## config.mk

```make
export PLATFORM = sky130hd
export DESIGN_NAME = sql_script_statement_splitter_flat
export DESIGN_NICKNAME = d
export VERILOG_FILES = /design/src/sqlss_pkg.sv /design/src/sqlss_stream_if.sv /design/src/sqlss_scan.sv /design/src/sqlss_outq.sv /design/src/sql_script_statement_splitter.sv /design/src/flat_wrapper.sv
export VERILOG_INCLUDE_DIRS = /design/src /design/src/src
export SDC_FILE = /design/constraint.sdc
export NUM_CORES = 1
export LEC_CHECK = 0
export ABC_CLOCK_PERIOD_IN_PS = 12500
export BUFFER_PORTS_ARGS = -buffer_cell sky130_fd_sc_hd__buf_2
export CAP_MARGIN = 20
export CORE_MARGIN = 8
export CORE_UTILIZATION = 55
export DETAILED_ROUTE_END_ITERATION = 7
export HOLD_SLACK_MARGIN = 0.03
export PLACE_DENSITY = 0.74
export SLEW_MARGIN = 20
export SYNTH_ARGS = -nofsm -noshare
export SYNTH_HDL_FRONTEND = slang
export SYNTH_SLANG_ARGS = --single-unit
```

## constraint.sdc

```tcl
create_clock -name clk_i -period 12.5 [get_ports clk_i]
set_clock_uncertainty 0.2 [all_clocks]
set_input_delay 0.625 -clock clk_i [delete_from_list [all_inputs] [get_ports clk_i]]
set_output_delay 0.625 -clock clk_i [all_outputs]
set_load 0.01 [all_outputs]
```

## src/sql_script_statement_splitter_macros.svh

```systemverilog
// ----------------------------------------------------------------------------
// SQL script statement splitter: assertion macros
// Concurrent assertion wrappers that vanish in synthesis builds.
// ----------------------------------------------------------------------------
`ifndef SQL_SCRIPT_STATEMENT_SPLITTER_MACROS_SVH
`define SQL_SCRIPT_STATEMENT_SPLITTER_MACROS_SVH

`ifndef SYNTHESIS
// Assertion on an explicit clock and active-low reset.
`define SQLSS_ASSERT_CLK(lbl, clk, rst_n, prop, msg) \
  lbl: assert property (@(posedge clk) disable iff (!rst_n) prop) else $error(msg);
// Assertion on the block clock and reset.
`define SQLSS_ASSERT(lbl, prop, msg) \
  `SQLSS_ASSERT_CLK(lbl, clk_i, rst_ni, prop, msg)
`else
`define SQLSS_ASSERT_CLK(lbl, clk, rst_n, prop, msg)
`define SQLSS_ASSERT(lbl, prop, msg)
`endif

`endif

```

## src/sqlss_pkg.sv

```systemverilog
// ----------------------------------------------------------------------------
// SQL script statement splitter: package
// Shared constants, state and result types, and the line count view.
// ----------------------------------------------------------------------------
package sqlss_pkg;

  localparam int unsigned LINE_BITS   = 16;
  localparam int unsigned MAX_RESULTS = 3;
  localparam int unsigned LINE_OUT_W  = 16;

  typedef logic [LINE_BITS-1:0]  line_cnt_t;
  typedef logic [LINE_OUT_W-1:0] line_out_t;
  typedef logic [1:0]            res_cnt_t;

  typedef enum logic [11:0] {
    ST_NORMAL       = 12'b0000_0000_0001,
    ST_QUOTE        = 12'b0000_0000_0010,
    ST_LINE_COMMENT = 12'b0000_0000_0100,
    ST_BLOCK        = 12'b0000_0000_1000,
    ST_BLOCK_STAR   = 12'b0000_0001_0000,
    ST_QUOTE_ESC    = 12'b0000_0010_0000,
    ST_SLASH        = 12'b0000_0100_0000,
    ST_CR           = 12'b0000_1000_0000,
    ST_DASH         = 12'b0001_0000_0000,
    ST_DOLLAR       = 12'b0010_0000_0000,
    ST_PARAM        = 12'b0100_0000_0000,
    ST_HALT         = 12'b1000_0000_0000
  } scan_state_e;

  typedef enum logic [2:0] {
    KIND_BYTE       = 3'd0,
    KIND_NAME       = 3'd1,
    KIND_PARAM_END  = 3'd2,
    KIND_CMD_END    = 3'd3,
    KIND_SCRIPT_END = 3'd4,
    KIND_ERROR      = 3'd5
  } kind_e;

  localparam logic [7:0] CH_SEMI   = 8'h3B;
  localparam logic [7:0] CH_HASH   = 8'h23;
  localparam logic [7:0] CH_CR     = 8'h0D;
  localparam logic [7:0] CH_LF     = 8'h0A;
  localparam logic [7:0] CH_DOLLAR = 8'h24;
  localparam logic [7:0] CH_SLASH  = 8'h2F;
  localparam logic [7:0] CH_STAR   = 8'h2A;
  localparam logic [7:0] CH_DASH   = 8'h2D;
  localparam logic [7:0] CH_DQUOTE = 8'h22;
  localparam logic [7:0] CH_SQUOTE = 8'h27;
  localparam logic [7:0] CH_BSLASH = 8'h5C;

  typedef struct packed {
    kind_e     kind;
    logic [7:0] text_byte;
    line_out_t line_number;
    logic      last_of_run;
  } result_t;

  // All results caused by one item, oldest in slot 0.
  typedef struct packed {
    result_t [MAX_RESULTS-1:0] res;
    res_cnt_t                  count;
  } bundle_t;

  typedef struct packed {
    scan_state_e st;
    logic        quote_dq;
    logic        param_in_quote;
    line_cnt_t   line_cnt;
    logic        nonempty;
  } scan_ctx_t;

  localparam line_cnt_t LINE_ONE = line_cnt_t'(1);

  // The line count as shown on the output, saturated to the port width.
  function automatic line_out_t line_view(line_cnt_t cnt);
    logic [LINE_BITS+LINE_OUT_W-1:0] wide;
    wide = {{LINE_OUT_W{1'b0}}, cnt};
    if (wide > (LINE_BITS+LINE_OUT_W)'({LINE_OUT_W{1'b1}})) begin
      return {LINE_OUT_W{1'b1}};
    end
    return wide[LINE_OUT_W-1:0];
  endfunction

endpackage

```

## src/sqlss_stream_if.sv

```systemverilog
// ----------------------------------------------------------------------------
// SQL script statement splitter: stream interfaces
// Valid/ready channels for script bytes in and results out.
// ----------------------------------------------------------------------------
interface sqlss_in_if;
  logic       valid;
  logic       ready;
  logic [7:0] script_byte;
  logic       end_of_script;

  modport source (output valid, output script_byte, output end_of_script, input ready);
  modport sink   (input valid, input script_byte, input end_of_script, output ready);
endinterface

interface sqlss_out_if;
  logic        valid;
  logic        ready;
  logic [2:0]  kind;
  logic [7:0]  text_byte;
  logic [15:0] line_number;
  logic        last_of_run;

  modport source (output valid, output kind, output text_byte, output line_number,
                  output last_of_run, input ready);
  modport sink   (input valid, input kind, input text_byte, input line_number,
                  input last_of_run, output ready);
endinterface

```

## src/sqlss_scan.sv

```systemverilog
// ----------------------------------------------------------------------------
// SQL script statement splitter: scanner step
// Next scan context and the results of one script byte, all combinational.
// ----------------------------------------------------------------------------
module sqlss_scan (
  input  sqlss_pkg::scan_ctx_t ctx_i,
  input  logic                 use_variables_i,
  input  logic [7:0]           script_byte_i,
  input  logic                 end_of_script_i,
  output sqlss_pkg::scan_ctx_t ctx_o,
  output sqlss_pkg::bundle_t   bundle_o
);
  import sqlss_pkg::*;

  typedef struct packed {
    scan_ctx_t ctx;
    bundle_t   b;
  } work_t;

  function automatic work_t emit(work_t w, kind_e k, logic [7:0] c);
    result_t r;
    logic    is_text;
    is_text       = (k == KIND_BYTE) || (k == KIND_NAME);
    r.kind        = k;
    r.text_byte   = is_text ? c : 8'h00;
    r.line_number = line_view(w.ctx.line_cnt);
    r.last_of_run = 1'b0;
    if (is_text) begin
      w.ctx.nonempty = 1'b1;
    end
    case (w.b.count)
      2'd0: w.b.res[0] = r;
      2'd1: w.b.res[1] = r;
      2'd2: w.b.res[2] = r;
      default: ;
    endcase
    if (w.b.count != 2'd3) begin
      w.b.count = w.b.count + 2'd1;
    end
    return w;
  endfunction

  function automatic work_t count_line(work_t w);
    if (w.ctx.line_cnt != '1) begin
      w.ctx.line_cnt = w.ctx.line_cnt + LINE_ONE;
    end
    return w;
  endfunction

  function automatic work_t normal_byte(work_t w, logic [7:0] c, logic use_var);
    w.ctx.st = ST_NORMAL;
    priority if ((c == CH_DQUOTE) || (c == CH_SQUOTE)) begin
      w.ctx.quote_dq = (c == CH_DQUOTE);
      w = emit(w, KIND_BYTE, c);
      w.ctx.st = ST_QUOTE;
    end else if (c == CH_SEMI) begin
      if (w.ctx.nonempty) begin
        w = emit(w, KIND_CMD_END, 8'h00);
      end
      w.ctx.nonempty = 1'b0;
    end else if (c == CH_HASH) begin
      w.ctx.st = ST_LINE_COMMENT;
    end else if (c == CH_CR) begin
      w.ctx.st = ST_CR;
    end else if (c == CH_LF) begin
      w = count_line(w);
    end else if (c == CH_SLASH) begin
      w.ctx.st = ST_SLASH;
    end else if ((c == CH_DOLLAR) && use_var) begin
      w.ctx.param_in_quote = 1'b0;
      w.ctx.st = ST_DOLLAR;
    end else if (c == CH_DASH) begin
      w.ctx.st = ST_DASH;
    end else begin
      w = emit(w, KIND_BYTE, c);
    end
    return w;
  endfunction

  function automatic work_t quote_byte(work_t w, logic [7:0] c, logic use_var);
    logic [7:0] own;
    own = w.ctx.quote_dq ? CH_DQUOTE : CH_SQUOTE;
    w.ctx.st = ST_QUOTE;
    priority if (c == own) begin
      w = emit(w, KIND_BYTE, c);
      w.ctx.st = ST_NORMAL;
    end else if (c == CH_BSLASH) begin
      w = emit(w, KIND_BYTE, c);
      w.ctx.st = ST_QUOTE_ESC;
    end else if ((c == CH_DOLLAR) && use_var) begin
      w.ctx.param_in_quote = 1'b1;
      w.ctx.st = ST_DOLLAR;
    end else begin
      w = emit(w, KIND_BYTE, c);
    end
    return w;
  endfunction

  work_t      w;
  logic [7:0] c;
  scan_state_e back_st;

  always_comb begin
    c       = script_byte_i;
    w.ctx   = ctx_i;
    w.b     = '0;
    back_st = ctx_i.param_in_quote ? ST_QUOTE : ST_NORMAL;

    unique case (ctx_i.st)
      ST_QUOTE: begin
        w = quote_byte(w, c, use_variables_i);
      end
      ST_QUOTE_ESC: begin
        w = emit(w, KIND_BYTE, c);
        w.ctx.st = ST_QUOTE;
      end
      ST_LINE_COMMENT: begin
        if (c == CH_CR) begin
          w.ctx.st = ST_CR;
        end else if (c == CH_LF) begin
          w = count_line(w);
          w.ctx.st = ST_NORMAL;
        end
      end
      ST_BLOCK, ST_BLOCK_STAR: begin
        priority if ((ctx_i.st == ST_BLOCK_STAR) && (c == CH_SLASH)) begin
          w.ctx.st = ST_NORMAL;
        end else if (c == CH_STAR) begin
          w.ctx.st = ST_BLOCK_STAR;
        end else begin
          if (c == CH_LF) begin
            w = count_line(w);
          end
          w.ctx.st = ST_BLOCK;
        end
      end
      ST_CR: begin
        if (c == CH_LF) begin
          w = count_line(w);
          w.ctx.st = ST_NORMAL;
        end else begin
          w = emit(w, KIND_ERROR, 8'h00);
          w.ctx.st = ST_HALT;
        end
      end
      ST_SLASH: begin
        priority if (c == CH_STAR) begin
          w.ctx.st = ST_BLOCK;
        end else if (c == CH_SLASH) begin
          w.ctx.st = ST_LINE_COMMENT;
        end else begin
          w = emit(w, KIND_BYTE, CH_SLASH);
          w = normal_byte(w, c, use_variables_i);
        end
      end
      ST_DASH: begin
        if (c == CH_DASH) begin
          w.ctx.st = ST_LINE_COMMENT;
        end else begin
          w = emit(w, KIND_BYTE, CH_DASH);
          w = normal_byte(w, c, use_variables_i);
        end
      end
      ST_DOLLAR: begin
        if (c == CH_DOLLAR) begin
          w = emit(w, KIND_BYTE, CH_DOLLAR);
          w.ctx.st = back_st;
        end else begin
          w = emit(w, KIND_NAME, c);
          w.ctx.st = ST_PARAM;
        end
      end
      ST_PARAM: begin
        if (c == CH_DOLLAR) begin
          w = emit(w, KIND_PARAM_END, 8'h00);
          w.ctx.st = back_st;
        end else begin
          w = emit(w, KIND_NAME, c);
        end
      end
      ST_HALT: ;
      default: begin
        w = normal_byte(w, c, use_variables_i);
      end
    endcase

    if (end_of_script_i) begin
      if (w.ctx.st == ST_QUOTE_ESC) begin
        w = emit(w, KIND_ERROR, 8'h00);
      end
      w = emit(w, KIND_SCRIPT_END, 8'h00);
      w.ctx.st             = ST_NORMAL;
      w.ctx.quote_dq       = 1'b0;
      w.ctx.param_in_quote = 1'b0;
      w.ctx.line_cnt       = LINE_ONE;
      w.ctx.nonempty       = 1'b0;
    end

    case (w.b.count)
      2'd1: w.b.res[0].last_of_run = 1'b1;
      2'd2: w.b.res[1].last_of_run = 1'b1;
      2'd3: w.b.res[2].last_of_run = 1'b1;
      default: ;
    endcase
  end

  assign ctx_o    = w.ctx;
  assign bundle_o = w.b;

endmodule

```

## src/sqlss_outq.sv

```systemverilog
// ----------------------------------------------------------------------------
// SQL script statement splitter: result queue
// Two bundle slots (output and skid) drained one result per handshake.
// ----------------------------------------------------------------------------
module sqlss_outq (
  input  logic               clk_i,
  input  logic               rst_ni,
  input  logic               push_i,
  input  sqlss_pkg::bundle_t bundle_i,
  output logic               space_o,
  sqlss_out_if.source        out_if
);
  import sqlss_pkg::*;

  bundle_t  out_q, skid_q;
  logic     out_valid_q, skid_valid_q;
  res_cnt_t idx_q;
  logic     fire, last_pick, done;
  result_t  cur;

  assign cur       = out_q.res[idx_q];
  assign fire      = out_valid_q && out_if.ready;
  assign last_pick = (idx_q == res_cnt_t'(out_q.count - 2'd1));
  assign done      = fire && last_pick;
  assign space_o   = !skid_valid_q;

  always_ff @(posedge clk_i or negedge rst_ni) begin
    if (!rst_ni) begin
      out_valid_q  <= 1'b0;
      skid_valid_q <= 1'b0;
      idx_q        <= '0;
    end else begin
      if (!out_valid_q || done) begin
        idx_q <= '0;
        if (skid_valid_q) begin
          out_valid_q  <= 1'b1;
          skid_valid_q <= 1'b0;
        end else begin
          out_valid_q <= push_i;
        end
      end else begin
        if (fire) begin
          idx_q <= idx_q + 2'd1;
        end
        if (push_i) begin
          skid_valid_q <= 1'b1;
        end
      end
    end
  end

  always_ff @(posedge clk_i) begin
    if (!out_valid_q || done) begin
      if (skid_valid_q) begin
        out_q <= skid_q;
      end else if (push_i) begin
        out_q <= bundle_i;
      end
    end else if (push_i) begin
      skid_q <= bundle_i;
    end
  end

  assign out_if.valid       = out_valid_q;
  assign out_if.kind        = cur.kind;
  assign out_if.text_byte   = cur.text_byte;
  assign out_if.line_number = cur.line_number;
  assign out_if.last_of_run = cur.last_of_run;

endmodule

```

## src/sql_script_statement_splitter.sv

```systemverilog
// ----------------------------------------------------------------------------
// SQL script statement splitter
// Splits a byte stream of SQL script into commands, strips comments.
// ----------------------------------------------------------------------------
// The block takes one script byte per item and returns one to three results per byte, or none
// for bytes that are swallowed (comment text, the second half of a comment marker, a pending
// '/', '-' or '$'). Each byte is scanned in the cycle it is accepted: the scanner context is a
// register, and all results of the byte are written together into a result slot. The output
// hands these results out one per handshake, so a stream whose bytes each yield at most one
// result runs at one item per clock cycle unless the output stalls; a byte with several results
// holds the output for one handshake each. A second result slot lets a new item enter while
// the previous item's results still wait, and the input stalls only when both slots are full.
// Configuration (the use_variables bit) is written through cfg_we_i and cfg_wdata_i and takes
// effect for the next item; it should be changed only while the block is idle.
// ----------------------------------------------------------------------------
`include "sql_script_statement_splitter_macros.svh"

module sql_script_statement_splitter (
  input  logic        clk_i,
  input  logic        rst_ni,
  input  logic        cfg_we_i,
  input  logic        cfg_wdata_i,
  sqlss_in_if.sink    script_in,
  sqlss_out_if.source result_out
);
  import sqlss_pkg::*;

  // Scanner context: lookahead state, quote flavor, line count and whether the current
  // command has produced any text yet.
  scan_ctx_t ctx_q, ctx_d;
  logic      use_variables_q;
  bundle_t   bundle;
  logic      accept, space;
  logic      ctx_at_reset, send_shown;

  assign script_in.ready = space;
  assign accept          = script_in.valid && space;

  always_ff @(posedge clk_i or negedge rst_ni) begin
    if (!rst_ni) begin
      use_variables_q <= 1'b0;
    end else if (cfg_we_i) begin
      use_variables_q <= cfg_wdata_i;
    end
  end

  sqlss_scan u_scan (
    .ctx_i           (ctx_q),
    .use_variables_i (use_variables_q),
    .script_byte_i   (script_in.script_byte),
    .end_of_script_i (script_in.end_of_script),
    .ctx_o           (ctx_d),
    .bundle_o        (bundle)
  );

  // The context advances only on an accepted item; stalled bytes leave it untouched.
  always_ff @(posedge clk_i or negedge rst_ni) begin
    if (!rst_ni) begin
      ctx_q.st             <= ST_NORMAL;
      ctx_q.quote_dq       <= 1'b0;
      ctx_q.param_in_quote <= 1'b0;
      ctx_q.line_cnt       <= LINE_ONE;
      ctx_q.nonempty       <= 1'b0;
    end else if (accept) begin
      ctx_q <= ctx_d;
    end
  end

  // Items that produce no result never touch the result queue.
  sqlss_outq u_outq (
    .clk_i    (clk_i),
    .rst_ni   (rst_ni),
    .push_i   (accept && (bundle.count != 2'd0)),
    .bundle_i (bundle),
    .space_o  (space),
    .out_if   (result_out)
  );

  // Views used by the checks below.
  assign ctx_at_reset = (ctx_q.st == ST_NORMAL) && (ctx_q.line_cnt == LINE_ONE) &&
                        !ctx_q.nonempty;
  assign send_shown   = result_out.valid && (result_out.kind == KIND_SCRIPT_END);

  // A stalled input means both slots are full, so a result must be on offer.
  `SQLSS_ASSERT(a_stall_has_output, !script_in.ready |-> result_out.valid, "stall without output")
  // The line count starts at one and never wraps to zero.
  `SQLSS_ASSERT(a_line_nonzero, ctx_q.line_cnt != '0, "line count is zero")
  // The end of the script returns the scanner to its reset context.
  `SQLSS_ASSERT(a_eos_resets, accept && script_in.end_of_script |=> ctx_at_reset, "ctx not reset")
  // The script-end result is always the final result of its item.
  `SQLSS_ASSERT(a_send_last, send_shown |-> result_out.last_of_run, "script end not last")

endmodule
```

## src/flat_wrapper.sv

```systemverilog
// flat-port wrapper written by rule: the top's interface ports become plain ports
module sql_script_statement_splitter_flat import sqlss_pkg::*;
  (clk_i, rst_ni, cfg_we_i, cfg_wdata_i, script_in_valid, script_in_script_byte, script_in_end_of_script, script_in_ready, result_out_valid, result_out_kind, result_out_text_byte, result_out_line_number, result_out_last_of_run, result_out_ready);
  sqlss_in_if script_in_i ();
  sqlss_out_if result_out_i ();
  input  logic clk_i;
  input  logic rst_ni;
  input  logic cfg_we_i;
  input  logic cfg_wdata_i;
  input wire logic [$bits(script_in_i.valid)-1:0] script_in_valid;
  input wire logic [$bits(script_in_i.script_byte)-1:0] script_in_script_byte;
  input wire logic [$bits(script_in_i.end_of_script)-1:0] script_in_end_of_script;
  output wire logic [$bits(script_in_i.ready)-1:0] script_in_ready;
  output wire logic [$bits(result_out_i.valid)-1:0] result_out_valid;
  output wire logic [$bits(result_out_i.kind)-1:0] result_out_kind;
  output wire logic [$bits(result_out_i.text_byte)-1:0] result_out_text_byte;
  output wire logic [$bits(result_out_i.line_number)-1:0] result_out_line_number;
  output wire logic [$bits(result_out_i.last_of_run)-1:0] result_out_last_of_run;
  input wire logic [$bits(result_out_i.ready)-1:0] result_out_ready;
  assign script_in_i.valid = script_in_valid;
  assign script_in_i.script_byte = script_in_script_byte;
  assign script_in_i.end_of_script = script_in_end_of_script;
  assign script_in_ready = script_in_i.ready;
  assign result_out_valid = result_out_i.valid;
  assign result_out_kind = result_out_i.kind;
  assign result_out_text_byte = result_out_i.text_byte;
  assign result_out_line_number = result_out_i.line_number;
  assign result_out_last_of_run = result_out_i.last_of_run;
  assign result_out_i.ready = result_out_ready;
  sql_script_statement_splitter u_core (.clk_i(clk_i), .rst_ni(rst_ni), .cfg_we_i(cfg_we_i), .cfg_wdata_i(cfg_wdata_i), .script_in(script_in_i), .result_out(result_out_i));
endmodule
```

# Word level (Yosys, flattened, before mapping)
# Cells that the tools add are included.
# Widths: inputs -> output; s select.
# totals
regBits	208
inputBits	15
word_cells	221
# classes
addsub	7
order_cmp	1
n_eq_ne	41
mux	115
bitwise	1
reduce_logical	21
# ops
cell	n
$pmux 117 s10	1
$mux 105	10
$mux 117	8
$mux 115	7
$mux 87	6
$mux 103	4
$mux 28	12
$mux 86	3
$mux 104	2
$mux 85	2
$mux 27	5
$mux 25	5
$mux 116	1
$mux 12	9
$mux 10	7
$eq 8x6->1 const B	8
$bmux 28 s2	1
$mux 29	1
$eq 12x6->1 const B	2
$mux 2	12
$add 16x1->16 const B	1
$eq 8x4->1 const B	2
$mux 16	1
$ne 16x16->1 const B	1
other kinds (31)	75

# Logic depth before layout (Yosys ltp)
# depth
ltp_word	27
ltp_mapped	12

# Cells and area by module
# Synthesis repeated with hierarchy kept, for this count alone.
# unflattened
cells_unflattened	944
hier_area_um2	11108.2
# modules_own_cells
module	n_inst	cells_per_inst	area_each_um2	seq_area_each_um2
sqlss_outq	1	385	7000.5	5265.0
sqlss_scan	1	489	2787.7	0.0
sql_script_statement_splitter	1	70	1320.0	803.3

# Least setup slack after synthesis
# Ideal clock, no wire load.
# synth_timing
path_type	reg-to-reg
from	register u_core.ctx_q[26] (netlist name)
to	register u_core.u_outq.skid_q[0] (netlist name), enable pin
t_arrival_ps	7840
setup_slack_ps	3837
path_stages_with_launch	10
n_path_buf	2
synth_period_minus_slack_ps	8663
path_cell_list	dfrtp_1 > buf_2 > nor4b_1 > nand3_1 > o22ai_1 > a221o_1 > o21ba_1 > buf_4 > or3_1 > nor3b_1
# synth_between
elab_chain_len	14
# synth_lines
element	line_no	source
from (decl)	sql_script_statement_splitter.sv:30	scan_ctx_t ctx_q, ctx_d;
from (signal assigned)	sql_script_statement_splitter.sv:65	ctx_q <= ctx_d;
$eq 12x5->1	sqlss_scan.sv:109, sqlss_scan.sv:126	
$logic_and 1x1->1	sqlss_scan.sv:126	priority if ((ctx_i.st == ST_BLOCK_STAR) && (c == CH_SLASH)) begin
$mux 103	sqlss_scan.sv:126	
$pmux 117 s10 (*)	sqlss_scan.sv:109	unique case (ctx_i.st)
$add 2x1->2 / $ne 2x2->1 (equally long branches)	sqlss_scan.sv:38, sqlss_scan.sv:37	
$mux 2	sqlss_scan.sv:37	if (w.b.count != 2'd3) begin
$mux 86	sqlss_scan.sv:188	if (w.ctx.st == ST_QUOTE_ESC) begin
$mux 103	sqlss_scan.sv:187	if (end_of_script_i) begin
$add 2x1->2 / $ne 2x2->1 (equally long branches)	sqlss_scan.sv:38, sqlss_scan.sv:37	
$mux 2	sqlss_scan.sv:37	
$mux 117 (*)	sqlss_scan.sv:187	
$reduce_bool 2->1 (*)	sql_script_statement_splitter.sv:73	.push_i (accept && (bundle.count != 2'd0)),
$logic_and 1x1->1 (*)	sql_script_statement_splitter.sv:73	
$reduce_and 2->1 (no line) (*)	n/a	
to (signal assigned)	sqlss_outq.sv:60	skid_q <= bundle_i;
to (decl)	sqlss_outq.sv:15	bundle_t out_q, skid_q;
# Every way passes the cells marked *; elsewhere a longest branch is shown, timed or not. The select of a mux whose other input is x is not followed.
# A chain may end at the register's enable or synchronous reset.

# Worst setup path in the final report
# layout_timing
from	register u_core.ctx_q[29] (netlist name)
to	register u_core.u_outq.out_q[32] (netlist name), enable pin
# layout_between
elab_chain_len	15
# layout_lines
element	line_no	source
$eq 12x5->1	sqlss_scan.sv:109, sqlss_scan.sv:126	
$logic_and 1x1->1	sqlss_scan.sv:126	
$mux 103	sqlss_scan.sv:126	
$pmux 117 s10 (*)	sqlss_scan.sv:109	
$add 2x1->2 / $ne 2x2->1 (equally long branches)	sqlss_scan.sv:38, sqlss_scan.sv:37	
$mux 2	sqlss_scan.sv:37	
$mux 86	sqlss_scan.sv:188	
$mux 103	sqlss_scan.sv:187	
$add 2x1->2 / $ne 2x2->1 (equally long branches)	sqlss_scan.sv:38, sqlss_scan.sv:37	
$mux 2	sqlss_scan.sv:37	
$mux 117 (*)	sqlss_scan.sv:187	
$reduce_bool 2->1 (*)	sql_script_statement_splitter.sv:73	
$logic_and 1x1->1 (*)	sql_script_statement_splitter.sv:73	
$reduce_bool 2->1 (no line) (*)	n/a	
$reduce_and 2->1 (no line) (*)	n/a	
to (signal assigned)	sqlss_outq.sv:55	out_q <= skid_q;
to (signal assigned)	sqlss_outq.sv:57	out_q <= bundle_i;
to (decl)	sqlss_outq.sv:15	
# Marked as above.

==> flow_metrics.py <==
metrics = {
    "worst_setup_path": {
        "crit_slowest_cell": "a21oi_4",
        "crit_family": "compound AO/OA/AOI/OAI gates",
        "max_stage_delay_ns": 0.83,
        "path_buf_inv": 1,
        "worstSetupPathType": "reg2reg",
        "timing.rr.start": "u_core.ctx_q[29]$_DFFE_PN0P_",
        "cp_cell_sequence": "nor4_4, nand3_1, o22ai_1, a221o_1, o21ba_1, or3_1, a21oi_1, a21oi_4, buf_4",
        "required_ns": 12.37,
        "crit_path_start": "u_core.ctx_q[29]$_DFFE_PN0P_",
        "cp-end-kind": "flip-flop",
        "crit_arrival_ns": 5.16,
        "reg2reg_slack_ns": 7.21,
        "cp_max_fo": 46,
        "start_kind": "flip-flop",
    },
    "floorplan": {
        "die_h_um": 153,
        "dieArea_um2": 23600,
        "die_w_um": 153,
        "start_util": 0.558,
        "pin_count": 45,
        "core.rowCount": 50,
        "core_um2": 18600,
    },
    "sta": {
        "slew_violations": 0,
        "maxSlewHeadroom": 0.277,
        "max_clock_freq_mhz": 189,
        "rsz0062_at_grt": "false",
        "fin_ws_ns": 7.21,
        "worst_pin_slew_ns": 1.08,
        "post-route-period-util": 0.423,
        "setup_viol": 0,
        "hold_viol": 0,
        "timing.final.crit_period_ns": 5.29,
        "fin_setup_tns_ns": 0,
    },
    "logic_synthesis": {
        "yosys_warnings": 0,
        "mappedNetlistArea_um2": 10400,
        "synth_flop_cell": "edfxtp_1",
        "syn_avg_cell_area_um2": 10.3,
        "synth_cells": 1011,
        "synth_cell_types": 79,
        "synth_async_sr_flop_share": 0.189,
        "yosys_register_bits": 190,
        "seq_area_frac_synth": 0.532,
        "synth_edf_count": 154,
        "syn-num-nets": 1027,
    },
    "global_routing": {
        "grt_antenna_before_repair": 0,
        "grt_max_degree": 62,
        "grt_pass1_wl_um": 45900,
        "overflow": 0,
        "grtUsageTotal": 0.247,
        "grt_pass1_vias": 8148,
    },
    "power_and_ir_drop": {
        "internal-power_w": 0.00136,
        "power_frac_seq": 0.446,
        "power_frac_clock": 0.291,
        "p_sw_frac": 0.317,
        "power_per_cell_area_nw_per_um2": 175,
        "power.switching_w": 0.000631,
        "pwr-share-comb": 0.263,
        "p_leak_nw": 4.10,
        "irDropWorstVdd_mv": 0.113,
    },
    "cts": {
        "cts-hold-fix-buffers": 0,
        "cts_setup_buffers": 0,
        "numCtsBuffers": 17,
        "cts_tree": "yes",
        "numClockSinks": 190,
        "cts_resized": 0,
        "cts_root_buf": "clkbuf_16",
        "clock_path_buffers": 2,
        "clk_pin_slew_ns": 0.07,
        "clock_latency_ns": 0.44,
        "ctsHtreeMaxLevel": 4,
    },
    "layout": {
        "layout.nets": 1036,
        "syn_to_final_growth_pct": 9.77,
        "final_layout_size_suffix_gt1_frac": 0.151,
        "num_antenna_cells": 0,
    },
    "status": {
        "status": "finished, final reports clean",
    },
    "route": {
        "dr.pass1.iters": 6,
        "via_per_inst": 6.52,
        "route.vias.total": 8261,
        "drtIter0Drc": 912,
        "wl_per_cell_um": 22.8,
        "drc": 0,
        "wl_um": 28900,
        "antenna_left": 0,
    },
    "run": {
        "max_cap_viol_count": 0,
    },
    "place": {
        "port_buffers": 44,
        "place.gp.congestion": 0.965,
        "dp_slack_ns": 7.30,
        "hpwl_um": 19900,
    },
    "worst_hold_path": {
        "hp-class": "in2async",
    },
}
==> per-layer routing <==
| metal | wire length (um) | vias up | track usage |
|---|---|---|---|
| li1 | - | 3816 | - |
| met1 | 12400 | 3990 | 0.314 |
| met2 | 13500 | 392 | 0.402 |
| met3 | 2060 | 63 | 0.0567 |
| met4 | 925 | 0 | 0.0980 |
| met5 | 0 | - | 0 |
==> worst paths after layout <==
kind,cells after the start,end
max,9,u_core.u_outq.out_q[32]$_DFFE_PP_
min,1,u_core.ctx_q[25]$_DFFE_PN0P_
max reg2reg,9,u_core.u_outq.out_q[32]$_DFFE_PP_
min reg2reg,2,u_core.u_outq.out_q[61]$_DFFE_PP_
max in group asynchronous,1,u_core.u_outq.skid_valid_q$_DFFE_PN0P_
min in group clk_i,2,u_core.use_variables_q$_DFFE_PN0P_
==> worst reg2reg max path, stage by stage, from the launching register on <==
cell and delay [ns]:
dfrtp_1 0.49, nor4_4 0.67, nand3_1 0.49, o22ai_1 0.61, a221o_1 0.29, o21ba_1 0.37, or3_1 0.19, a21oi_1 0.13
a21oi_4 0.83, buf_4 0.62
==> power by group through the flow <==
| stage | Combinational, W | Clock [W] | Sequential, W |
|---|---|---|---|
| final | 0.000524 | 0.000579 | 0.000888 |
| after global routing | 0.000579 | 0.000606 | 0.000898 |
| after CTS | 0.000531 | 0.000580 | 0.000888 |
| after detailed placement | 0.000529 | 0 | 0.000902 |
| after global placement | 0.000518 | 0 | 0.000896 |
| after floorplan | 0.000367 | 0 | 0.000897 |
==> cells in the mapped netlist, types with 3 or more instances <==
library cell | n | area (um^2)
mux2_2 | 44 | 495
a41oi_1 | 3 | 26.3
xor2_1 | 10 | 87.6
nor2_1 | 76 | 285
nand2b_1 | 4 | 25.0
nand2_1 | 142 | 533
o41ai_1 | 3 | 26.3
nand4_1 | 20 | 125
and4_1 | 8 | 70.1
nand3_1 | 17 | 85.1
and2_1 | 8 | 50.1
a21o_1 | 5 | 37.5
a31oi_1 | 7 | 43.8
a22oi_1 | 10 | 75.1
o21ai_0 | 100 | 500
buf_1 | 5 | 18.8
o21ai_1 | 8 | 40.0
o31ai_1 | 23 | 173
buf_2 | 10 | 50.1
mux2i_1 | 34 | 340
a21oi_1 | 38 | 190
or4_1 | 6 | 45.0
a221o_1 | 3 | 30.0
o21a_1 | 6 | 45.0
or3_1 | 6 | 37.5
nor2b_1 | 12 | 75.1
nor3b_1 | 6 | 45.0
edfxtp_1 | 154 | 4620
o31a_1 | 4 | 35.0
o211ai_1 | 5 | 37.5
nor3_1 | 25 | 125
o22ai_1 | 8 | 50.1
and3_1 | 7 | 43.8
o21bai_1 | 3 | 22.5
clkbuf_1 | 56 | 210
nor4_1 | 15 | 93.8
inv_1 | 17 | 63.8
dfrtp_1 | 34 | 851
nor4b_1 | 6 | 52.6
xnor2_1 | 9 | 78.8
nand3b_1 | 3 | 22.5
a311oi_1 | 5 | 43.8
==> cells by family (layout without fill, tap and decap cells) <==
group,after synthesis,after routing,synth area share
simple gates,377,377,0.183
mux,78,78,0.0804
flops,190,190,0.532
other cells,1,1,0.000361
compound gates,254,254,0.153
fa+ha+maj,1,1,0.00120
xor+xnor,19,19,0.0160
buf+inv,91,113,0.0349
==> through the flow <==
| step | cells | total power (W) | util | cell area (um^2) | hold WS, ns |
|---|---|---|---|---|---|
| after floorplan | 1011 | 0.00126 | - | 10400 | 0.129 |
| after global placement | 1234 | 0.00141 | 0.578 | 10800 | 0.298 |
| after detailed placement | 1234 | 0.00143 | 0.578 | 10800 | 0.305 |
| after CTS | 1266 | 0.00200 | 0.612 | 11400 | 0.175 |
| after global routing | 1267 | 0.00208 | 0.612 | 11400 | 0.212 |
| final | 1267 | 0.00199 | 0.612 | 11400 | 0.161 |
==> state kept, by name (all words and copies together) (netlist names) <==
register and flops:
u_core.u_outq.out_q 77, u_core.u_outq.skid_q 77, u_core.ctx_q 31, u_core.u_outq.idx_q 2
u_core.u_outq.out_if.valid 1, u_core.u_outq.skid_valid_q 1, u_core.use_variables_q 1
==> placed cells by master, fill, tap and decap left out, types with 7 or more instances in the layout <==
cell type / instances
nand4_1: 20
and2_1: 8
o21ai_1: 7
inv_1: 16
xnor2_1: 9
a21oi_1: 37
buf_2: 44
o21ai_0: 99
nor4_1: 15
nand3_1: 17
nor2_1: 76
a22oi_1: 10
buf_4: 20
and3_1: 7
and4_1: 8
clkbuf_16: 17
dfrtp_1: 33
mux2_2: 44
o22ai_1: 8
a31oi_1: 7
nor3_1: 25
mux2i_1: 34
xor2_1: 10
o31ai_1: 23
edfxtp_1: 154
nand2_1: 142
nor2b_1: 12
==> cell type report <==
type	count	area, um^2
clock buffer	18	429
clock inverter	14	198
fill	1505	7230
inverter	17	63.8
multi-input combinational	730	4530
sequential	190	5530
tap	234	293
timing repair buffer	64	370
No activity file was read; power rests on OpenSTA's default activity.
